--- src/hdl/ist_pkg.sv ---
`timescale 1ns / 1ps
// Shared types and codes for the interval set table.
// No dependencies; every other file imports this package.
package ist_pkg;

	// Function codes on the input beat
	localparam logic [1:0] FUNC_ADD    = 2'd0;
	localparam logic [1:0] FUNC_REMOVE = 2'd1;
	localparam logic [1:0] FUNC_QUERY  = 2'd2;
	localparam logic [1:0] FUNC_SPARE  = 2'd3;

	// Status codes on the output beat
	localparam logic [1:0] ST_OK      = 2'd0;
	localparam logic [1:0] ST_INVALID = 2'd1;
	localparam logic [1:0] ST_DUP     = 2'd2;
	localparam logic [1:0] ST_FULL    = 2'd3;

	// Classified command handed from front to back
	typedef enum logic [1:0] {
		OP_ADD,
		OP_REMOVE,
		OP_QUERY,
		OP_REJECT
	} op_t;

	// Back-end sequencer states
	typedef enum logic [2:0] {
		BS_IDLE,
		BS_WALK,
		BS_FINISH,
		BS_PREP,
		BS_PLACE,
		BS_DONE
	} bstate_t;

	// Result handed to the output register
	typedef struct packed {
		logic [1:0] status;
		logic       hit;
	} res_t;

endpackage

--- src/hdl/ist_front.sv ---
`timescale 1ns / 1ps
// Front end: accepts input beats, masks times, classifies the operation
// and holds up to two commands for the back end. Depends on ist_pkg.
module ist_front import ist_pkg::*; #(
	parameter int TW = 32
) (
	input  logic          clk,
	input  logic          arst_n,
	input  logic          in_valid,
	output logic          in_stall,
	input  logic [1:0]    func,
	input  logic [31:0]   span_start,
	input  logic [31:0]   span_end,
	input  logic [31:0]   probe_time,
	output logic          cmd_valid,
	input  logic          cmd_pop,
	output op_t           cmd_op,
	output logic [TW-1:0] cmd_start,
	output logic [TW-1:0] cmd_end,
	output logic [TW-1:0] cmd_time
);

	localparam int IW = (TW < 32) ? TW : 32;

	logic [TW-1:0] s_m, e_m, t_m;
	op_t           op_c;
	logic          push;

	op_t           q_op_q    [2];
	logic [TW-1:0] q_start_q [2];
	logic [TW-1:0] q_end_q   [2];
	logic [TW-1:0] q_time_q  [2];
	logic          wp_q, rp_q;
	logic [1:0]    cnt_q;

	assign s_m = TW'(span_start[IW-1:0]);
	assign e_m = TW'(span_end[IW-1:0]);
	assign t_m = TW'(probe_time[IW-1:0]);

	always_comb begin
		case (func)
			FUNC_ADD:    op_c = (e_m > s_m) ? OP_ADD : OP_REJECT;
			FUNC_REMOVE: op_c = (e_m > s_m) ? OP_REMOVE : OP_REJECT;
			FUNC_QUERY:  op_c = OP_QUERY;
			default:     op_c = OP_REJECT;
		endcase
	end

	assign in_stall  = (cnt_q == 2'd2);
	assign push      = in_valid && !in_stall;
	assign cmd_valid = (cnt_q != 2'd0);
	assign cmd_op    = q_op_q[rp_q];
	assign cmd_start = q_start_q[rp_q];
	assign cmd_end   = q_end_q[rp_q];
	assign cmd_time  = q_time_q[rp_q];

	always_ff @(posedge clk or negedge arst_n) begin
		if (!arst_n) begin
			wp_q  <= 1'b0;
			rp_q  <= 1'b0;
			cnt_q <= 2'd0;
		end else begin
			if (push)
				wp_q <= ~wp_q;
			if (cmd_pop)
				rp_q <= ~rp_q;
			cnt_q <= cnt_q + 2'(push) - 2'(cmd_pop);
		end
	end

	always_ff @(posedge clk) begin
		if (push) begin
			q_op_q[wp_q]    <= op_c;
			q_start_q[wp_q] <= s_m;
			q_end_q[wp_q]   <= e_m;
			q_time_q[wp_q]  <= t_m;
		end
	end

endmodule

--- src/hdl/ist_back.sv ---
`timescale 1ns / 1ps
// Back end: sequencer that walks the interval table one entry per cycle,
// places split pieces, and drives the output register. Depends on ist_pkg.
module ist_back import ist_pkg::*; #(
	parameter int ENTRIES = 16,
	parameter int TW      = 32
) (
	input  logic          clk,
	input  logic          arst_n,
	input  logic          cmd_valid,
	output logic          cmd_pop,
	input  op_t           cmd_op,
	input  logic [TW-1:0] cmd_start,
	input  logic [TW-1:0] cmd_end,
	input  logic [TW-1:0] cmd_time,
	output logic          out_valid,
	input  logic          out_stall,
	output logic [1:0]    status,
	output logic          inside_res
);

	localparam int AW = (ENTRIES > 1) ? $clog2(ENTRIES) : 1;
	localparam logic [AW-1:0] LAST_IDX = AW'(ENTRIES - 1);
	localparam logic [AW:0]   FULL_CNT = (AW+1)'(ENTRIES);

	bstate_t state_q, state_d;

	// table storage
	logic [TW-1:0] start_mem [ENTRIES];
	logic [TW-1:0] end_mem   [ENTRIES];
	logic [ENTRIES-1:0] valid_q;
	logic [TW-1:0] rd_start_q, rd_end_q;

	// pieces split off by a remove
	logic [TW-1:0] pc_start_mem [ENTRIES];
	logic [TW-1:0] pc_end_mem   [ENTRIES];
	logic [TW-1:0] pd_start_q, pd_end_q;

	op_t           op_q;
	logic [TW-1:0] s_q, e_q, t_q;
	logic [AW-1:0] idx_q, idx_d;
	logic          dup_q, hit_q, found_q;
	logic [AW-1:0] free_q;
	logic [AW:0]   npc_q, pi_q, pi_d, ptr_q;
	res_t          res_q, res_d;
	logic          res_ld;

	// memory write controls
	logic          we_s, we_e, pc_we, v_set, v_clr;
	logic [AW-1:0] waddr;
	logic [TW-1:0] wd_s, wd_e;

	logic entry_v, rem_a, rem_b, last;

	assign entry_v = valid_q[idx_q];
	assign rem_a   = (s_q <= rd_start_q) && (e_q > rd_start_q);
	assign rem_b   = (s_q > rd_start_q) && (s_q < rd_end_q);
	assign last    = (idx_q == LAST_IDX);

	always_ff @(posedge clk or negedge arst_n) begin
		if (!arst_n)
			state_q <= BS_IDLE;
		else
			state_q <= state_d;
	end

	always_comb begin
		state_d = state_q;
		cmd_pop = 1'b0;
		idx_d   = idx_q;
		pi_d    = pi_q;
		we_s    = 1'b0;
		we_e    = 1'b0;
		pc_we   = 1'b0;
		v_set   = 1'b0;
		v_clr   = 1'b0;
		waddr   = idx_q;
		wd_s    = e_q;
		wd_e    = s_q;
		res_d   = res_q;
		res_ld  = 1'b0;
		case (state_q)
			BS_IDLE: begin
				idx_d = '0;
				pi_d  = '0;
				if (cmd_valid) begin
					cmd_pop = 1'b1;
					state_d = (cmd_op == OP_REJECT) ? BS_DONE : BS_WALK;
					res_d   = '{status: (cmd_op == OP_REJECT) ? ST_INVALID : ST_OK,
						hit: 1'b0};
				end
			end
			BS_WALK: begin
				idx_d = idx_q + AW'(1);
				if (op_q == OP_REMOVE && entry_v) begin
					if (rem_a) begin
						if (e_q >= rd_end_q)
							v_clr = 1'b1;
						else
							we_s = 1'b1;
					end else if (rem_b) begin
						we_e  = 1'b1;
						pc_we = (e_q < rd_end_q);
					end
				end
				if (last) begin
					case (op_q)
						OP_ADD:    state_d = BS_FINISH;
						OP_REMOVE: state_d = BS_PREP;
						default:   state_d = BS_DONE;
					endcase
				end
			end
			BS_FINISH: begin
				waddr = free_q;
				wd_s  = s_q;
				wd_e  = e_q;
				if (dup_q)
					res_d.status = ST_DUP;
				else if (!found_q)
					res_d.status = ST_FULL;
				else begin
					we_s  = 1'b1;
					we_e  = 1'b1;
					v_set = 1'b1;
				end
				state_d = BS_DONE;
			end
			BS_PREP: begin
				state_d = BS_PLACE;
			end
			BS_PLACE: begin
				waddr = ptr_q[AW-1:0];
				wd_s  = pd_start_q;
				wd_e  = pd_end_q;
				if (pi_q == npc_q) begin
					state_d = BS_DONE;
				end else if (ptr_q == FULL_CNT) begin
					res_d.status = ST_FULL;
					state_d      = BS_DONE;
				end else if (!valid_q[ptr_q[AW-1:0]]) begin
					we_s  = 1'b1;
					we_e  = 1'b1;
					v_set = 1'b1;
					pi_d  = pi_q + (AW+1)'(1);
				end
			end
			BS_DONE: begin
				if (!out_valid || !out_stall) begin
					res_ld  = 1'b1;
					state_d = BS_IDLE;
				end
			end
			default: state_d = BS_IDLE;
		endcase
	end

	// control and bookkeeping registers
	always_ff @(posedge clk or negedge arst_n) begin
		if (!arst_n) begin
			valid_q   <= '0;
			out_valid <= 1'b0;
			idx_q     <= '0;
			pi_q      <= '0;
			npc_q     <= '0;
			ptr_q     <= '0;
			dup_q     <= 1'b0;
			hit_q     <= 1'b0;
			found_q   <= 1'b0;
			free_q    <= '0;
		end else begin
			idx_q <= idx_d;
			pi_q  <= pi_d;
			if (v_set)
				valid_q[waddr] <= 1'b1;
			if (v_clr)
				valid_q[waddr] <= 1'b0;
			if (res_ld)
				out_valid <= 1'b1;
			else if (!out_stall)
				out_valid <= 1'b0;
			case (state_q)
				BS_IDLE: begin
					npc_q   <= '0;
					ptr_q   <= '0;
					dup_q   <= 1'b0;
					hit_q   <= 1'b0;
					found_q <= 1'b0;
				end
				BS_WALK: begin
					if (entry_v && rd_start_q == s_q && rd_end_q == e_q)
						dup_q <= 1'b1;
					if (entry_v && t_q >= rd_start_q && t_q <= rd_end_q)
						hit_q <= 1'b1;
					if (!entry_v && !found_q) begin
						found_q <= 1'b1;
						free_q  <= idx_q;
					end
					if (pc_we)
						npc_q <= npc_q + (AW+1)'(1);
				end
				BS_PLACE: begin
					if (pi_q != npc_q && ptr_q != FULL_CNT)
						ptr_q <= ptr_q + (AW+1)'(1);
				end
				default: ;
			endcase
		end
	end

	// payload registers
	always_ff @(posedge clk) begin
		if (cmd_pop) begin
			op_q <= cmd_op;
			s_q  <= cmd_start;
			e_q  <= cmd_end;
			t_q  <= cmd_time;
		end
		if (state_q == BS_WALK && op_q == OP_QUERY && last)
			res_q <= '{status: ST_OK,
				hit: hit_q || (entry_v && t_q >= rd_start_q && t_q <= rd_end_q)};
		else
			res_q <= res_d;
		if (res_ld) begin
			status     <= res_q.status;
			inside_res <= res_q.hit;
		end
	end

	// table memory: one write port, one registered read port
	always_ff @(posedge clk) begin
		if (we_s)
			start_mem[waddr] <= wd_s;
		if (we_e)
			end_mem[waddr] <= wd_e;
		rd_start_q <= start_mem[idx_d];
		rd_end_q   <= end_mem[idx_d];
	end

	// piece memory
	always_ff @(posedge clk) begin
		if (pc_we) begin
			pc_start_mem[npc_q[AW-1:0]] <= e_q;
			pc_end_mem[npc_q[AW-1:0]]   <= rd_end_q;
		end
		pd_start_q <= pc_start_mem[pi_d[AW-1:0]];
		pd_end_q   <= pc_end_mem[pi_d[AW-1:0]];
	end

endmodule

--- src/hdl/interval_set_table.sv ---
`timescale 1ns / 1ps
// Interval set table top level: front end (classify, 2-deep command queue) and back end.
// A beat is queued by the front end and popped by the back end, which walks the table;
// an add then finishes, a remove then places its split pieces, and a malformed beat skips
// the walk. The back end finishes one operation before it pops the next, while the front
// end can queue further beats; the one-entry-per-cycle table walk sets the beat rate.
// Reset clears all valid bits, the queue and the output valid flag at once.
module interval_set_table import ist_pkg::*; #(
	parameter int ENTRIES   = 16,
	parameter int TIME_BITS = 32
) (
	input  logic        clk,
	input  logic        arst_n,
	input  logic        in_valid,
	output logic        in_stall,
	input  logic [1:0]  func,
	input  logic [31:0] span_start,
	input  logic [31:0] span_end,
	input  logic [31:0] probe_time,
	output logic        out_valid,
	input  logic        out_stall,
	output logic [1:0]  status,
	output logic        inside_res
);

	// command path between front and back
	logic                 cmd_valid, cmd_pop;
	op_t                  cmd_op;
	logic [TIME_BITS-1:0] cmd_start, cmd_end, cmd_time;

	// Front: masks times to TIME_BITS, flags malformed spans and
	// unknown functions as rejects, queues up to two commands.
	ist_front #(
		.TW(TIME_BITS)
	) u_front (
		.clk        (clk),
		.arst_n     (arst_n),
		.in_valid   (in_valid),
		.in_stall   (in_stall),
		.func       (func),
		.span_start (span_start),
		.span_end   (span_end),
		.probe_time (probe_time),
		.cmd_valid  (cmd_valid),
		.cmd_pop    (cmd_pop),
		.cmd_op     (cmd_op),
		.cmd_start  (cmd_start),
		.cmd_end    (cmd_end),
		.cmd_time   (cmd_time)
	);

	// Back: walks every entry once per operation (rejects skip the walk); a remove then moves
	// its split pieces into the lowest free slots with a rising pointer.
	ist_back #(
		.ENTRIES (ENTRIES),
		.TW      (TIME_BITS)
	) u_back (
		.clk        (clk),
		.arst_n     (arst_n),
		.cmd_valid  (cmd_valid),
		.cmd_pop    (cmd_pop),
		.cmd_op     (cmd_op),
		.cmd_start  (cmd_start),
		.cmd_end    (cmd_end),
		.cmd_time   (cmd_time),
		.out_valid  (out_valid),
		.out_stall  (out_stall),
		.status     (status),
		.inside_res (inside_res)
	);

	// a hit can only come from a query, which always reports ok
	a_hit_ok: assert property (@(posedge clk) disable iff (!arst_n)
		out_valid && inside_res |-> status == ST_OK)
		else $error("inside_res set with non-ok status");

	// the output register never drops a beat that was not taken
	a_no_drop: assert property (@(posedge clk) disable iff (!arst_n)
		out_valid && out_stall |=> out_valid)
		else $error("result beat lost under stall");

	// beats are refused only while the queue holds commands for the back end
	a_stall_busy: assert property (@(posedge clk) disable iff (!arst_n)
		in_stall |-> cmd_valid)
		else $error("input stalled with empty command queue");

endmodule
--- config.mk ---
export PLATFORM = sky130hd
export DESIGN_NAME = interval_set_table
export DESIGN_NICKNAME = d
export VERILOG_FILES = /design/src/hdl/ist_pkg.sv /design/src/hdl/ist_front.sv /design/src/hdl/ist_back.sv /design/src/hdl/interval_set_table.sv
export SDC_FILE = /design/constraint.sdc
export NUM_CORES = 2
export LEC_CHECK = 0
export BUFFER_PORTS_ARGS = -buffer_cell sky130_fd_sc_hd__buf_4
export CAP_MARGIN = 25
export CORE_MARGIN = 4
export CORE_UTILIZATION = 55
export CTS_BUF_LIST = sky130_fd_sc_hd__clkbuf_4
export DETAILED_ROUTE_END_ITERATION = 7
export GPL_TIMING_DRIVEN = 0
export HOLD_SLACK_MARGIN = 0.08
export PLACE_DENSITY = 0.71
export SYNTH_ARGS = -nofsm -noshare
export SYNTH_HDL_FRONTEND = slang
export SYNTH_SLANG_ARGS = --single-unit
export TNS_END_PERCENT = 20
--- constraint.sdc ---
create_clock -name clk -period 18.6 [get_ports clk]
set_input_delay 1.86 -clock clk [delete_from_list [all_inputs] [get_ports clk]]
set_output_delay 1.86 -clock clk [all_outputs]
set_load 0.02 [all_outputs]
==> out/results.txt <==
DPL Wire Length - 225000 µm
Core Util, Final - 63.2%
Synth area leader - edfxtp_1
Initial detailed-routing violation count - 8752
Most common cell after layout, fill and taps aside - edfxtp_1
Setup Fix Bufs, Post-CTS - 0
Io pins - 107
Power Internal - 0.0115 W
Warnings from Yosys - 0
Final WL - 318000 µm
Layout cell share with drive strength beyond 1 - 16.4%
CP arrival - 6.86 ns
Global-route wire length before repair - 453000 µm
All-Layer GR Usage - 32.7%
TritonCTS Buffers - 634
Synth Instances - 7498
Largest net degree at the start of global routing - 65
Yosys top cell area share - 69.5%
Max clock buf depth - 4
Top_reg_cell synth - edfxtp_1
R2R Path End - u_back.pc_end_mem[3][2]
Final Hold Viols - 0
DR vias/cell - 6.16
CTS root buf - clkbuf_4
DRC viols - 0
Final period util - 31.0%
Reg2Reg Setup Slack - 12.84 ns
Worst Hold Path Cells - 0
Post-synth design cell area - 101000 µm²
CTS resizes - 0
Slew Limit Fails - 0
Critical path type - reg -> reg
GPL Wtd Cong - 0.933
Tightest Pin Transition - 1.27 ns
Top post-synthesis cells by area - edfxtp_1 (69%), nand2_1 (7.0%), a21oi_1 (3.2%)
Clk Latency, worst-skew pair - 1.52 ns
Ys async rst share - 1.98%
Kind of end point of the critical path - flip-flop
Yosys cell types - 70
Number of nets in the layout - 8705
Max Fclk - 174 MHz
Slowest cell on crit path - dfxtp_1
Core ar. - 183000 µm²
Synthesis-to-finish area growth - 14.2%
1st-pass router iterations - 8
Post-synth EDFFs - 2346
Maximum fanout along the worst path - 41
Relative slew slack - 15.2%
Required @ worst endpoint - 19.70 ns
Cell Pwr Density - 162 nW/µm²
Leak Pwr - 42.6 nW
Clk pwr share - 24.6%
H-tree depth - 6
Post-route ant nets - 0
CP cell instances - inv_1 > ha_1 > a21o_1 > a21o_1 > a21o_1 > a221o_1 > a2111oi_0 > nor2_1 > nor2b_1 > and2_0 > clkbuf_1 > and4_4 > buf_12
Largest stage delay, worst path - 0.89 ns
Part of the power in combinational logic - 32.8%
Net Sw Frac - 38.6%
Yosys reg bits - 2526
Worst Skew - 0.117 ns
Worst reg2reg path depth - 13
Crit path from - u_back.rd_end_q[17]
Worst VDD drop - 127 µV
Most frequent cells in the layout - edfxtp_1 (2346), nand2_1 (1898), clkbuf_4 (938), a21oi_1 (651), clkbuf_1 (364)
PortBufs - 106
Total negative slack - 0 ns
Vias in the first global route - 68816
GRT overflow - 0
Final setup viols - 0
CTS tree - done
Die W - 437 µm
Net Count, Synth - 7833
Startpoint types - flip-flop
Outcome - completed
Wirelength per Cell - 28.2 µm
Syn Area/Cell - 13.5 µm²
Post-CTS Hold Fix Bufs - 0
Sequential fraction of design power - 42.6%
Die Footprint - 191000 µm²
Via count - 69535
Fillers - 13619
Antenna violations before repair - 23
HP Class - reg -> reg
Hold EP - u_back.inside_res
Switching power - 0.00722 W
Worst-path clk slew - 0.06 ns
Hold_sp - u_back.res_q[0]
CP most frequent cell - a21o_1
RSZ-0062 raised after global routing - false
Max Cap Violations - 0
Initial core utilization - 55.3%
Row count - 157
Seq/Total Area, Yosys - 73.3%
FF-to-FF Start - u_back.rd_end_q[17]
Clock Sinks - 2526
Min Tclk post-route - 5.76 ns
Die H - 437 µm
registers in the layout (all words and copies together), names as in the netlist, 5 cells and up:
| name | flops |
|---|---|
| u_back.pd_end_q | 32 |
| u_front.q_end_q | 64 |
| u_back.t_q | 32 |
| u_back.end_mem | 512 |
| u_back.pc_end_mem | 512 |
| u_back.start_mem | 512 |
| u_back.rd_start_q | 32 |
| u_back.valid_q | 16 |
| u_back.npc_q | 5 |
| u_back.pi_q | 5 |
| u_back.e_q | 32 |
| u_front.q_start_q | 64 |
| u_back.s_q | 32 |
| u_front.q_time_q | 64 |
| u_back.pd_start_q | 32 |
| u_back.ptr_q | 5 |
| u_back.pc_start_mem | 512 |
| u_back.rd_end_q | 32 |
layer usage:
metal	track usage (%)	up-vias	wire [µm]
met3	8.20	837	35000
met1	40.7	34144	114000
met4	17.7	4	18100
met5	0	-	27
met2	52.8	4320	151000
li1	-	30230	-
power groups by stage:
stage / Combinational (W) / Sequential, W / Clock [W]
finish: 0.00614 / 0.00797 / 0.00461
global route: 0.00654 / 0.00797 / 0.00499
CTS: 0.00595 / 0.00797 / 0.00465
detailed placement: 0.00592 / 0.00809 / 0
floorplan: 0.00337 / 0.00771 / 0
global placement: 0.00549 / 0.00820 / 0
cells by family (layout without fill, tap and decap cells):
| kind of cell | count (synthesis) | in the layout | synth area share, % |
|---|---|---|---|
| mux | 115 | 115 | 1.39 |
| flops | 2526 | 2526 | 73.3 |
| xor+xnor | 12 | 12 | 0.104 |
| simple gates | 2520 | 2520 | 10.4 |
| compound gates | 1512 | 1512 | 9.75 |
| fa+ha+maj | 233 | 233 | 2.87 |
| other cells | 0 | 14 | 0 |
| buf+inv | 580 | 1887 | 2.22 |
critical path, delay by kind of cell, from the launching register on:
family / cells / cell delay (ns)
AO/OA/AOI/OAI: 5 / 1.28
buffers and inverters: 3 / 1.10
AND/OR/NAND/NOR: 4 / 1.71
adder cells (fa/ha/maj): 1 / 0.39
flip-flops: 1 / 0.89
per-stage QoR:
stage | instances | worst slack (ns) | power (W) | area (µm²) | hold slack [ns]
3_5_place_dp | 10191 | 12.92 | 0.0140 | 108000 | 0.442
4_1_cts | 11262 | 12.87 | 0.0186 | 116000 | 0.395
2_1_floorplan | 7498 | 12.01 | 0.0111 | 101000 | 0.400
6_report | 11283 | 12.84 | 0.0187 | 116000 | 0.414
3_3_place_gp | 10068 | 9.04 | 0.0137 | 105000 | 0.435
5_1_grt | 11278 | 12.60 | 0.0195 | 116000 | 0.367
cells in the mapped netlist, drive strengths merged (7+ instances only):
cell    number
a22oi      320
edfxtp    2346
and4        21
a21boi      14
mux4        10
a31oi       83
nor2        64
xor2         9
ha         233
a21oi      656
or2          7
o311ai      63
nor2b       17
nand2     1899
and2         9
nand4       44
dfxtp      130
nand3      276
o21ai       42
o21a        18
a21o        75
buf         99
nor3        24
mux2       103
a311oi     192
clkbuf     365
and3       132
nand2b      12
inv        115
dfrtp       50
worst max-delay path by stage:
stage,end,slack [ns],cells past startpoint
3_5_place_dp,u_back.start_mem[15][15],12.92,14
5_1_grt,u_back.pc_end_mem[3][1],12.60,13
6_report,u_back.pc_end_mem[3][2],12.84,13
2_1_floorplan,u_front.q_end_q[0][0],12.01,2
3_3_place_gp,u_front.cnt_q[1],9.04,9
4_1_cts,u_back.start_mem[11][14],12.87,14
final cells by class:
| class | instances | area (µm²) | share of cell area (%) |
|---|---|---|---|
| sequential | 2526 | 74300 | 64.1 |
| multi-input combinational | 4392 | 25200 | 21.7 |
| clock buffer | 938 | 7040 | 6.08 |
| timing repair buffer | 236 | 3170 | 2.74 |
| tap | 2464 | 3080 | 2.66 |
| buffer | 464 | 1820 | 1.57 |
| clock inverter | 133 | 769 | 0.664 |
| inverter | 116 | 435 | 0.376 |
| antenna | 14 | 35.0 | 0.0302 |
(Power assumes the default switching activity.)
